<file path="src/hw/rtl/cbq_pkg.sv">
// Shared types, constants and saturation helpers for the cascaded biquad equalizer.
// No dependencies; used by cbq_mulq, cbq_cell and cascaded_biquad_equalizer_core.
`default_nettype none

package cbq_pkg;

  localparam int BANDS      = 4;
  localparam int CHANNELS   = 2;
  localparam int NSTAGES    = BANDS + 2;
  localparam int NCOEF      = 5;
  localparam int STAGE_EN_W = 6;

  localparam int SAMPLE_W = 24;   // Q1.23
  localparam int COEF_W   = 32;   // Q7.25
  localparam int HIST_W   = 40;   // Q17.23
  localparam int ZLO_W    = 20;   // low half of a history word in the split product
  localparam int FRAC_W   = 25;
  localparam int PROD_W   = COEF_W + HIST_W - FRAC_W;   // scaled product
  localparam int ACC_W    = 50;

  typedef enum logic [1:0] {
    REQ_SAMPLE = 2'd0,
    REQ_COEF   = 2'd1,
    REQ_CLEAR  = 2'd2
  } req_t;

  typedef enum logic [2:0] {
    COEF_B0 = 3'd0,
    COEF_B1 = 3'd1,
    COEF_B2 = 3'd2,
    COEF_A1 = 3'd3,
    COEF_A2 = 3'd4
  } coef_sel_t;

  typedef enum logic {
    CFG_STAGE_ENABLE = 1'b0,
    CFG_CHANNELS     = 1'b1
  } cfg_reg_t;

  typedef enum logic [2:0] {
    ST_IDLE,
    ST_A1,
    ST_A2,
    ST_B1,
    ST_B2,
    ST_B0,
    ST_SUM,
    ST_OUT
  } cell_state_t;

  // sample token handed from cell to cell
  typedef struct packed {
    logic                     valid;
    logic                     active;
    logic                     ch;
    logic signed [HIST_W-1:0] x;
  } tok_t;

  typedef struct packed {
    logic                     we;
    coef_sel_t                sel;
    logic signed [COEF_W-1:0] value;
  } coef_wr_t;

  function automatic logic signed [HIST_W-1:0] sat_hist(input logic signed [ACC_W-1:0] a);
    logic signed [HIST_W-1:0] r;
    if ((&a[ACC_W-1:HIST_W-1]) || !(|a[ACC_W-1:HIST_W-1])) begin
      r = a[HIST_W-1:0];
    end else if (a[ACC_W-1]) begin
      r = {1'b1, {(HIST_W-1){1'b0}}};
    end else begin
      r = {1'b0, {(HIST_W-1){1'b1}}};
    end
    return r;
  endfunction

  function automatic logic signed [SAMPLE_W-1:0] sat_sample(
    input logic signed [HIST_W-1:0] a
  );
    logic signed [SAMPLE_W-1:0] r;
    if ((&a[HIST_W-1:SAMPLE_W-1]) || !(|a[HIST_W-1:SAMPLE_W-1])) begin
      r = a[SAMPLE_W-1:0];
    end else if (a[HIST_W-1]) begin
      r = {1'b1, {(SAMPLE_W-1){1'b0}}};
    end else begin
      r = {1'b0, {(SAMPLE_W-1){1'b1}}};
    end
    return r;
  endfunction

endpackage

`default_nettype wire

</file>
<file path="src/hw/rtl/cbq_mulq.sv">
// Two-stage coefficient by history product, floor(c * z / 2^25).
// Uses cbq_pkg widths. The 40-bit history word is split into two halves.
`default_nettype none

module cbq_mulq (
  input  wire logic                                  clk,
  input  wire logic signed [cbq_pkg::COEF_W-1:0]     c,
  input  wire logic signed [cbq_pkg::HIST_W-1:0]     z,
  output logic signed [cbq_pkg::PROD_W-1:0]          p
);

  localparam int HI_W   = cbq_pkg::HIST_W - cbq_pkg::ZLO_W;
  localparam int MH_W   = cbq_pkg::COEF_W + HI_W;
  localparam int ML_W   = cbq_pkg::COEF_W + cbq_pkg::ZLO_W + 1;
  localparam int FULL_W = cbq_pkg::COEF_W + cbq_pkg::HIST_W;

  logic signed [HI_W-1:0]             zh;
  logic signed [cbq_pkg::ZLO_W:0]     zl;
  logic signed [MH_W-1:0]             mh;
  logic signed [ML_W-1:0]             ml;
  logic signed [FULL_W-1:0]           full;

  assign zh = z[cbq_pkg::HIST_W-1:cbq_pkg::ZLO_W];
  assign zl = $signed({1'b0, z[cbq_pkg::ZLO_W-1:0]});

  always_ff @(posedge clk) begin
    mh <= c * zh;
    ml <= c * zl;
  end

  // recombine the partial products; dropping the low bits is a floor shift
  assign full = $signed({mh, {cbq_pkg::ZLO_W{1'b0}}}) + FULL_W'(ml);

  always_ff @(posedge clk) begin
    p <= full[FULL_W-1:cbq_pkg::FRAC_W];
  end

endmodule

`default_nettype wire

</file>
<file path="src/hw/rtl/cbq_cell.sv">
// One biquad stage of the chain: coefficients, per-channel history and a sequencer
// around one split multiplier. Depends on cbq_pkg and cbq_mulq.
`default_nettype none

module cbq_cell (
  input  wire logic              clk,
  input  wire logic              rst,
  input  wire logic              en,
  input  wire cbq_pkg::tok_t     tok_in,
  input  wire cbq_pkg::coef_wr_t wr,
  input  wire logic              clr,
  output cbq_pkg::tok_t          tok_out
);

  cbq_pkg::cell_state_t state, state_next;

  logic signed [cbq_pkg::COEF_W-1:0] coef [cbq_pkg::NCOEF];
  logic signed [cbq_pkg::HIST_W-1:0] z1 [cbq_pkg::CHANNELS];
  logic signed [cbq_pkg::HIST_W-1:0] z2 [cbq_pkg::CHANNELS];

  logic signed [cbq_pkg::HIST_W-1:0] x_r, z1w, z2w, v, y;
  logic                              ch_r;
  logic signed [cbq_pkg::ACC_W-1:0]  vacc, yacc;
  logic signed [cbq_pkg::PROD_W-1:0] p;
  logic signed [cbq_pkg::COEF_W-1:0] c_op;
  logic signed [cbq_pkg::HIST_W-1:0] z_op;

  logic start, pass;
  logic ld_vacc, ld_v, ld_y0, add_y, fin;

  logic                              ov, oa, oc;
  logic signed [cbq_pkg::HIST_W-1:0] ox;

  assign start = (state == cbq_pkg::ST_IDLE) && tok_in.valid;
  assign pass  = start && !(en && tok_in.active);

  always_ff @(posedge clk) begin
    if (rst) begin
      state <= cbq_pkg::ST_IDLE;
    end else begin
      state <= state_next;
    end
  end

  always_comb begin
    state_next = state;
    unique case (state)
      cbq_pkg::ST_IDLE: if (start && !pass) state_next = cbq_pkg::ST_A1;
      cbq_pkg::ST_A1:   state_next = cbq_pkg::ST_A2;
      cbq_pkg::ST_A2:   state_next = cbq_pkg::ST_B1;
      cbq_pkg::ST_B1:   state_next = cbq_pkg::ST_B2;
      cbq_pkg::ST_B2:   state_next = cbq_pkg::ST_B0;
      cbq_pkg::ST_B0:   state_next = cbq_pkg::ST_SUM;
      cbq_pkg::ST_SUM:  state_next = cbq_pkg::ST_OUT;
      cbq_pkg::ST_OUT:  state_next = cbq_pkg::ST_IDLE;
      default:          state_next = cbq_pkg::ST_IDLE;
    endcase
  end

  // products reach p through both cbq_mulq registers, so accumulation trails issue
  always_comb begin
    c_op    = coef[cbq_pkg::COEF_A1];
    z_op    = z1w;
    ld_vacc = 1'b0;
    ld_v    = 1'b0;
    ld_y0   = 1'b0;
    add_y   = 1'b0;
    fin     = 1'b0;
    unique case (state)
      cbq_pkg::ST_IDLE: ;
      cbq_pkg::ST_A1: begin
        c_op = coef[cbq_pkg::COEF_A1];
        z_op = z1w;
      end
      cbq_pkg::ST_A2: begin
        c_op = coef[cbq_pkg::COEF_A2];
        z_op = z2w;
      end
      cbq_pkg::ST_B1: begin
        c_op    = coef[cbq_pkg::COEF_B1];
        z_op    = z1w;
        ld_vacc = 1'b1;
      end
      cbq_pkg::ST_B2: begin
        c_op = coef[cbq_pkg::COEF_B2];
        z_op = z2w;
        ld_v = 1'b1;
      end
      cbq_pkg::ST_B0: begin
        c_op  = coef[cbq_pkg::COEF_B0];
        z_op  = v;
        ld_y0 = 1'b1;
      end
      cbq_pkg::ST_SUM: add_y = 1'b1;
      cbq_pkg::ST_OUT: fin = 1'b1;
      default: ;
    endcase
  end

  cbq_mulq u_mul (
    .clk (clk),
    .c   (c_op),
    .z   (z_op),
    .p   (p)
  );

  assign y = cbq_pkg::sat_hist(yacc + cbq_pkg::ACC_W'(p));

  always_ff @(posedge clk) begin
    if (start) begin
      x_r  <= tok_in.x;
      ch_r <= tok_in.ch;
      z1w  <= z1[tok_in.ch];
      z2w  <= z2[tok_in.ch];
    end
    if (ld_vacc) vacc <= cbq_pkg::ACC_W'(x_r) - cbq_pkg::ACC_W'(p);
    if (ld_v)    v    <= cbq_pkg::sat_hist(vacc - cbq_pkg::ACC_W'(p));
    if (ld_y0) begin
      yacc <= cbq_pkg::ACC_W'(p);
    end else if (add_y) begin
      yacc <= yacc + cbq_pkg::ACC_W'(p);
    end
    if (pass) begin
      ox <= tok_in.x;
      oa <= tok_in.active;
      oc <= tok_in.ch;
    end else if (fin) begin
      ox <= y;
      oa <= 1'b1;
      oc <= ch_r;
    end
  end

  always_ff @(posedge clk) begin
    if (rst) begin
      ov <= 1'b0;
    end else begin
      ov <= pass || fin;
    end
  end

  assign tok_out = '{valid: ov, active: oa, ch: oc, x: ox};

  always_ff @(posedge clk) begin
    if (rst) begin
      for (int i = 0; i < cbq_pkg::NCOEF; i++) coef[i] <= '0;
    end else if (wr.we) begin
      coef[wr.sel] <= wr.value;
    end
  end

  always_ff @(posedge clk) begin
    if (rst || clr) begin
      for (int i = 0; i < cbq_pkg::CHANNELS; i++) begin
        z1[i] <= '0;
        z2[i] <= '0;
      end
    end else if (fin) begin
      z1[ch_r] <= v;
      z2[ch_r] <= z1w;
    end
  end

endmodule

`default_nettype wire
</file>
<file path="config.mk">
export PLATFORM = sky130hd
export DESIGN_NAME = cbq_cell
export DESIGN_NICKNAME = d
export VERILOG_FILES = /design/src/hw/rtl/cbq_pkg.sv /design/src/hw/rtl/cbq_mulq.sv /design/src/hw/rtl/cbq_cell.sv
export SDC_FILE = /design/constraint.sdc
export NUM_CORES = 2
export LEC_CHECK = 0
export BUFFER_PORTS_ARGS = -buffer_cell sky130_fd_sc_hd__buf_2
export CAP_MARGIN = 15
export CORE_ASPECT_RATIO = 1.25
export CORE_UTILIZATION = 56
export CTS_CLUSTER_DIAMETER = 30
export DETAILED_ROUTE_END_ITERATION = 8
export GPL_ROUTABILITY_DRIVEN = 1
export HOLD_SLACK_MARGIN = 0.1
export PLACE_DENSITY = 0.68
export SLEW_MARGIN = 0
export SYNTH_ARGS = -nofsm -noshare
export SYNTH_HDL_FRONTEND = slang
export SYNTH_SLANG_ARGS = --single-unit
export TNS_END_PERCENT = 20
</file>
<file path="constraint.sdc">
create_clock -name clk -period 28.6 [get_ports clk]
set_input_delay 5.72 -clock clk [delete_from_list [all_inputs] [get_ports clk]]
set_output_delay 5.72 -clock clk [all_outputs]
set_load 0.02 [all_outputs]
</file>
# [Word level (Yosys, flattened, before mapping)]
# Memory sizes are Yosys's and may differ from the RTL's. A register that Yosys moved wholly into a read port is not among the register bits.
# Cells that the tools add are included.
[word_totals] register_bits=379 ram_bits=320 in_bits=83 n_memories=3
[memory_table] memory="coef" words=5 width=32 read_ports=5 rd_clocked_by_memory_dff=0 wr=5 line="cbq_cell.sv:17" text="logic signed [cbq_pkg::COEF_W-1:0] coef [cbq_pkg::NCOEF];"
[memory_table] memory="z1" words=2 width=40 read_ports=1 rd_clocked_by_memory_dff=1 wr=2 line="cbq_cell.sv:18" text="logic signed [cbq_pkg::HIST_W-1:0] z1 [cbq_pkg::CHANNELS];"
[memory_table] memory="z2" words=2 width=40 read_ports=1 rd_clocked_by_memory_dff=1 wr=2 line="cbq_cell.sv:19" text="logic signed [cbq_pkg::HIST_W-1:0] z2 [cbq_pkg::CHANNELS];"
[classes] addsub=4 n_mul=2 n_eq_ne=8 muxes=40 reduce_logical=23
[ops] op="40-bit 2-to-1 mux" n=8
[ops] op="32-bit one-hot mux with 4 select lines" n=1
[ops] op="50-bit 2-to-1 mux" n=2
[ops] op="40-bit one-hot mux with 2 select lines" n=1
[ops] op="40-bit OR reduction" n=2
[ops] op="72-bit by 53-bit adder with 72-bit output" n=1
[ops] op="32-bit by 21-bit multiplier with 53-bit output" n=1
[ops] op="32-bit by 20-bit multiplier with 52-bit output" n=1
[ops] op="50-bit by 47-bit adder with 50-bit output" n=1
[ops] op="50-bit by 47-bit subtractor with 50-bit output" n=1
[ops] op="40-bit by 47-bit subtractor with 48-bit output" n=1
[ops] op="32-bit 2-to-1 mux" n=1
[ops] op="32-bit OR reduction" n=1
[ops] op="1-bit 2-to-1 mux" n=24
[ops] op="3-bit one-hot mux with 8 select lines" n=1
[ops] op="11-bit AND reduction" n=2
[ops] op="11-bit OR reduction" n=2
[ops] op="3-bit equality test (second input constant)" n=4
[ops] op="3-bit by 2-bit equality test with 1-bit output (second input constant)" n=2
[ops] op="3-bit 2-to-1 mux" n=2
[ops] op="1-bit logical AND" n=4
[ops] op="1-bit zero test" n=4
[ops] op="1-bit logical OR" n=4
[ops] op="2-bit nonzero test" n=2
[ops] op="4 further kinds" n=4

# [Logic depth before layout (Yosys ltp)]
[depth] word_depth=7 mapped_depth=38 depth_no_buf=33

# [Cells and area by module]
# A second synthesis with hierarchy kept.
[hier_totals] hier_cells=8367 area_unflattened_um2=83172.3
[modules_own_cells] module="cbq_mulq" n_inst=1 cells_each=5411 area_each_um2=49581.3
[modules_own_cells] module="cbq_cell" n_inst=1 cells_each=2956 area_each_um2=33591.0

# [Least setup slack after synthesis]
# Ideal clock, no wire load.
[synth_path] kind="in2reg" from="input port tok_in[42] (netlist name)" to="register oa (enable)" setup_ps=404 arrival_ps=21086 slack_ps=7111 stages=3 path_buffers=0 path_cell_list="nor4b_1 -> nand2_1 -> nand2_1"
[synth_between] elab_chain_len=3
[synth_rtl] element="from (decl)" line="cbq_cell.sv:9" text="input wire cbq_pkg::tok_t tok_in,"
[synth_rtl] element="1-bit logical AND" line="cbq_cell.sv:34" text="assign start = (state == cbq_pkg::ST_IDLE) && tok_in.valid;"
[synth_rtl] element="1-bit logical AND" line="cbq_cell.sv:35" text="assign pass = start && !(en && tok_in.active);"
[synth_rtl] element="2-bit nonzero test (no line)"
[synth_rtl] element="to (signal assigned)" line="cbq_cell.sv:125" text="oa <= tok_in.active;"
[synth_rtl] element="to (decl)" line="cbq_cell.sv:31" text="logic ov, oa, oc;"
# Every way passes these cells.
# A chain may end at the register's enable or synchronous reset.

# [Worst setup path in the final report]
[layout_path] from="register state[2]" to="register u_mul.ml[52]"
[layout_between] elab_chain_len=4 elab_cells_between_ends=8
[layout_rtl] element="from (decl)" line="cbq_cell.sv:15" text="cbq_pkg::cell_state_t state, state_next;"
[layout_rtl] element="from (signal assigned)" line="cbq_cell.sv:39" text="state <= cbq_pkg::ST_IDLE;"
[layout_rtl] element="from (signal assigned)" line="cbq_cell.sv:41" text="state <= state_next;"
[layout_rtl] element="3-bit equality test or 3-bit by 2-bit equality test with 1-bit output (tied branches)" line="cbq_cell.sv:69" text="unique case (state)"
[layout_rtl] element="2-bit OR reduction (no line)"
[layout_rtl] element="40-bit one-hot mux with 2 select lines" line="cbq_cell.sv:69"
[layout_rtl] element="32-bit by 21-bit multiplier with 53-bit output *" line="cbq_mulq.sv:28" text="ml <= c * zl;"
[layout_rtl] element="to (signal assigned)" line="cbq_mulq.sv:28"
[layout_rtl] element="to (decl)" line="cbq_mulq.sv:20" text="logic signed [ML_W-1:0] ml;"
# Mark *: on every way between the ends. The rest lies on a longest branch, timed or not.

==> reports/metrics.csv <==
metric,value,unit
Max Transition Viols Final,0,
Synth Flop Type,edfxtp_1,
TritonCTS Buffers,139,
async set-reset flop share out of synthesis,0,%
row count,156,
max_slew headroom,13.3,%
skew final,0.0483,ns
hold_sp,z2[1][29]$_SDFFCE_PN0P_,
"Distinct cells, synth",96,
Detailed Route WL,249,mm
Clock Tree Buf Depth,3,
post-CTS setup buffers,0,
initial antenna violation count,25,
Max stage delay on crit path,0.95,ns
Initial Utilization,56.4,%
cts hold-fix bufs,0,
WHS Endpoint,z2w[29]$_DFFE_PP_,
hold depth,1,
final setup fails,0,
Post-DP HPWL,186,mm
number of hold violations in the final report,0,
Synth Area per Inst,9.83,um2
YS warnings,0,
GRT Total Usage,34.8,%
minimum clock period,11.13,ns
actual slew at the worst max-slew pin,1.30,ns
critical path class,register to register,
Root Buffer,clkbuf_16,
Setup Total Neg Slack,0,ns
RSZ-0062 raised after global routing,false,
"Cell Area, Synth",0.0815,mm2
Hold/Removal Path Class,register to register,
period utilisation layout,38.9,%
port bufs,125,
Seq cells post-synth,757,
Final nets,10133,
Final Instance Count excl. Fillers,10347,
"top cells by count, synth","1449 x inv_1, 1273 x fa_1, 916 x nor2_1, 829 x nand2_1, 621 x edfxtp_1",
drt initial violations,5342,
DRT Pass-1 Iters,6,
layout cells sized above 1,8.50,%
Worst path most repeated cell,fa_1,
"area leader, netlist",fa_1,
largest net degree at the start of global routing,84,
Yosys top cell area share,31.3,%
worst hold slack,0.523,ns
Final GP Congestion,0.981,
Die X-Extent,343,um
drt via density,5.93,
later-pin clock latency in the skew report,0.79,ns
die area,0.147,mm2
critical path peak fanout,72,
CTS tree,done,
Syn Nets,10104,
DRC viols,0,
worst reg2reg setup slack,17.47,ns
Core Box Area,0.144,mm2
Critical Path RT,29.24,ns
post_cts resized,0,
reg-to-reg critical path startpoint,state[2]$_SDFFE_PP0P_,
CP Capture Type,register,
"top cells by area, synth","fa_1 31%, edfxtp_1 23%, ha_1 7.0%",
Wirelength per Cell,24.1,um
"EDFF count, synth",621,
Fmax,89.8,MHz
Setup crit start kind,register,
Syn Inst Count,8291,
H-tree depth,4,
first-pass GRT wire length,382,mm
Clock transition at path regs,0.05,ns
Top Ports,126,
die height,429,um
vias,61332,
status,"complete, no violations",
vias in the first global route,65419,
Crit Reg-Reg Endpoint,u_mul.ml[52]$_DFF_P_,
Worst EP arrival,11.77,ns
"Seq/Total Area, Yosys",26.2,%
gr ovfl total,0,
post-route ant nets,0,
Layout area overhead,9.95,%
most frequent cell after synthesis,inv_1,
CTS Sinks,757,
CP max-delay cell,dfxtp_1,
Layout Utilization,62.0,%
max cap viols,0,
Reg2Reg Depth,30,
DP Cell Count,10074,
-- layout make-up --
class / count / area, um2
Antenna cell: 14 / 35.0
Clock buffer: 165 / 3660
Clock inverter: 93 / 1090
Fill cell: 11986 / 54800
Inverter: 1452 / 5450
Multi-Input combinational cell: 5694 / 53800
Sequential cell: 757 / 21400
Tap cell: 1896 / 2370
Timing Repair Buffer: 276 / 1790
-- cell usage in the layout (no fill, tap or decap), drive strengths merged, types with 14 or more instances in the layout --
master,count
fa,1273
buf,276
nor3,50
and2,261
and3,134
o21a,60
a21oi,280
xnor2,165
a22oi,51
a21o,176
nand2,829
a221oi,49
or2,21
a31oi,22
nor2b,48
clkinv,45
o21ai,227
nand3,76
a22o,27
dfxtp,136
clkinvlp,17
mux2,82
a211oi,30
or3,14
xor2,83
clkbuf,165
inv,1472
diode,14
o211ai,21
nand2b,57
o21bai,28
ha,457
edfxtp,621
nor2,916
nand4,46
a221o,46
-- metal layers --
metal | routed length (um) | up-vias | GRT usage (%) | part of all wire (%)
met5 | 138 | - | 0 | 0.055
met1 | 89300 | 31035 | 41.6 | 36
li1 | - | 26593 | - | -
met4 | 17600 | 12 | 21.2 | 7.1
met3 | 20700 | 840 | 6.54 | 8.3
met2 | 121000 | 2852 | 58.1 | 49
-- registers in the layout, summed over array words and instances, names as in the netlist, 33 cells and up --
| register | flops |
|---|---|
| coef | 160 |
| ox | 40 |
| u_mul.mh | 52 |
| u_mul.ml | 33 |
| u_mul.p | 47 |
| v | 40 |
| vacc | 48 |
| x_r | 40 |
| yacc | 50 |
| z1 | 80 |
| z1w | 40 |
| z2 | 80 |
| z2w | 40 |
-- worst max-delay path by stage --
stage / startpoint / end / slack (ns)
5_1_grt: state[2]$_SDFFE_PP0P_ / u_mul.ml[52]$_DFF_P_ / 17.12
3_5_place_dp: state[2]$_SDFFE_PP0P_ / u_mul.ml[52]$_DFF_P_ / 17.70
2_1_floorplan: tok_in[42] / oa$_SDFFCE_PN1P_ / 7.11
3_3_place_gp: state[2]$_SDFFE_PP0P_ / u_mul.ml[52]$_DFF_P_ / 17.86
4_1_cts: state[2]$_SDFFE_PP0P_ / u_mul.ml[52]$_DFF_P_ / 17.56
6_report: state[2]$_SDFFE_PP0P_ / u_mul.ml[52]$_DFF_P_ / 17.47
-- through the flow --
step	cell area, um2	setup WS [ns]
after floorplan	81500	7.11
after global placement	84800	17.86
after detailed placement	84800	17.70
after CTS	89600	17.56
after global routing	89600	17.12
final	89600	17.47
-- critical path, delay by kind of cell, from the launching register on --
kind | cells | cell delay, ns
flops | 1 | 0.95
fa+ha+maj | 8 | 3.89
simple gates | 7 | 1.84
buf+inv | 5 | 1.38
xor+xnor | 1 | 0.13
compound gates | 9 | 2.69
-- kinds of logic (layout without fill, tap and decap cells) --
| family | after synthesis | after routing | synth area share [%] |
|---|---|---|---|
| adders and majority gates | 1730 | 1730 | 38.3 |
| and+or+nand+nor | 2506 | 2506 | 13.9 |
| muxes | 92 | 92 | 1.26 |
| xor gates and xnor gates | 248 | 248 | 2.67 |
| buffers and inverters | 1840 | 1986 | 8.54 |
| other | 0 | 14 | 0 |
| DFF | 757 | 757 | 26.2 |
| AOI/OAI and AO/OA | 1118 | 1118 | 9.16 |
Power is not shown: default switching activity piles up to over one toggle a cycle in this logic, so the estimate is an artifact.
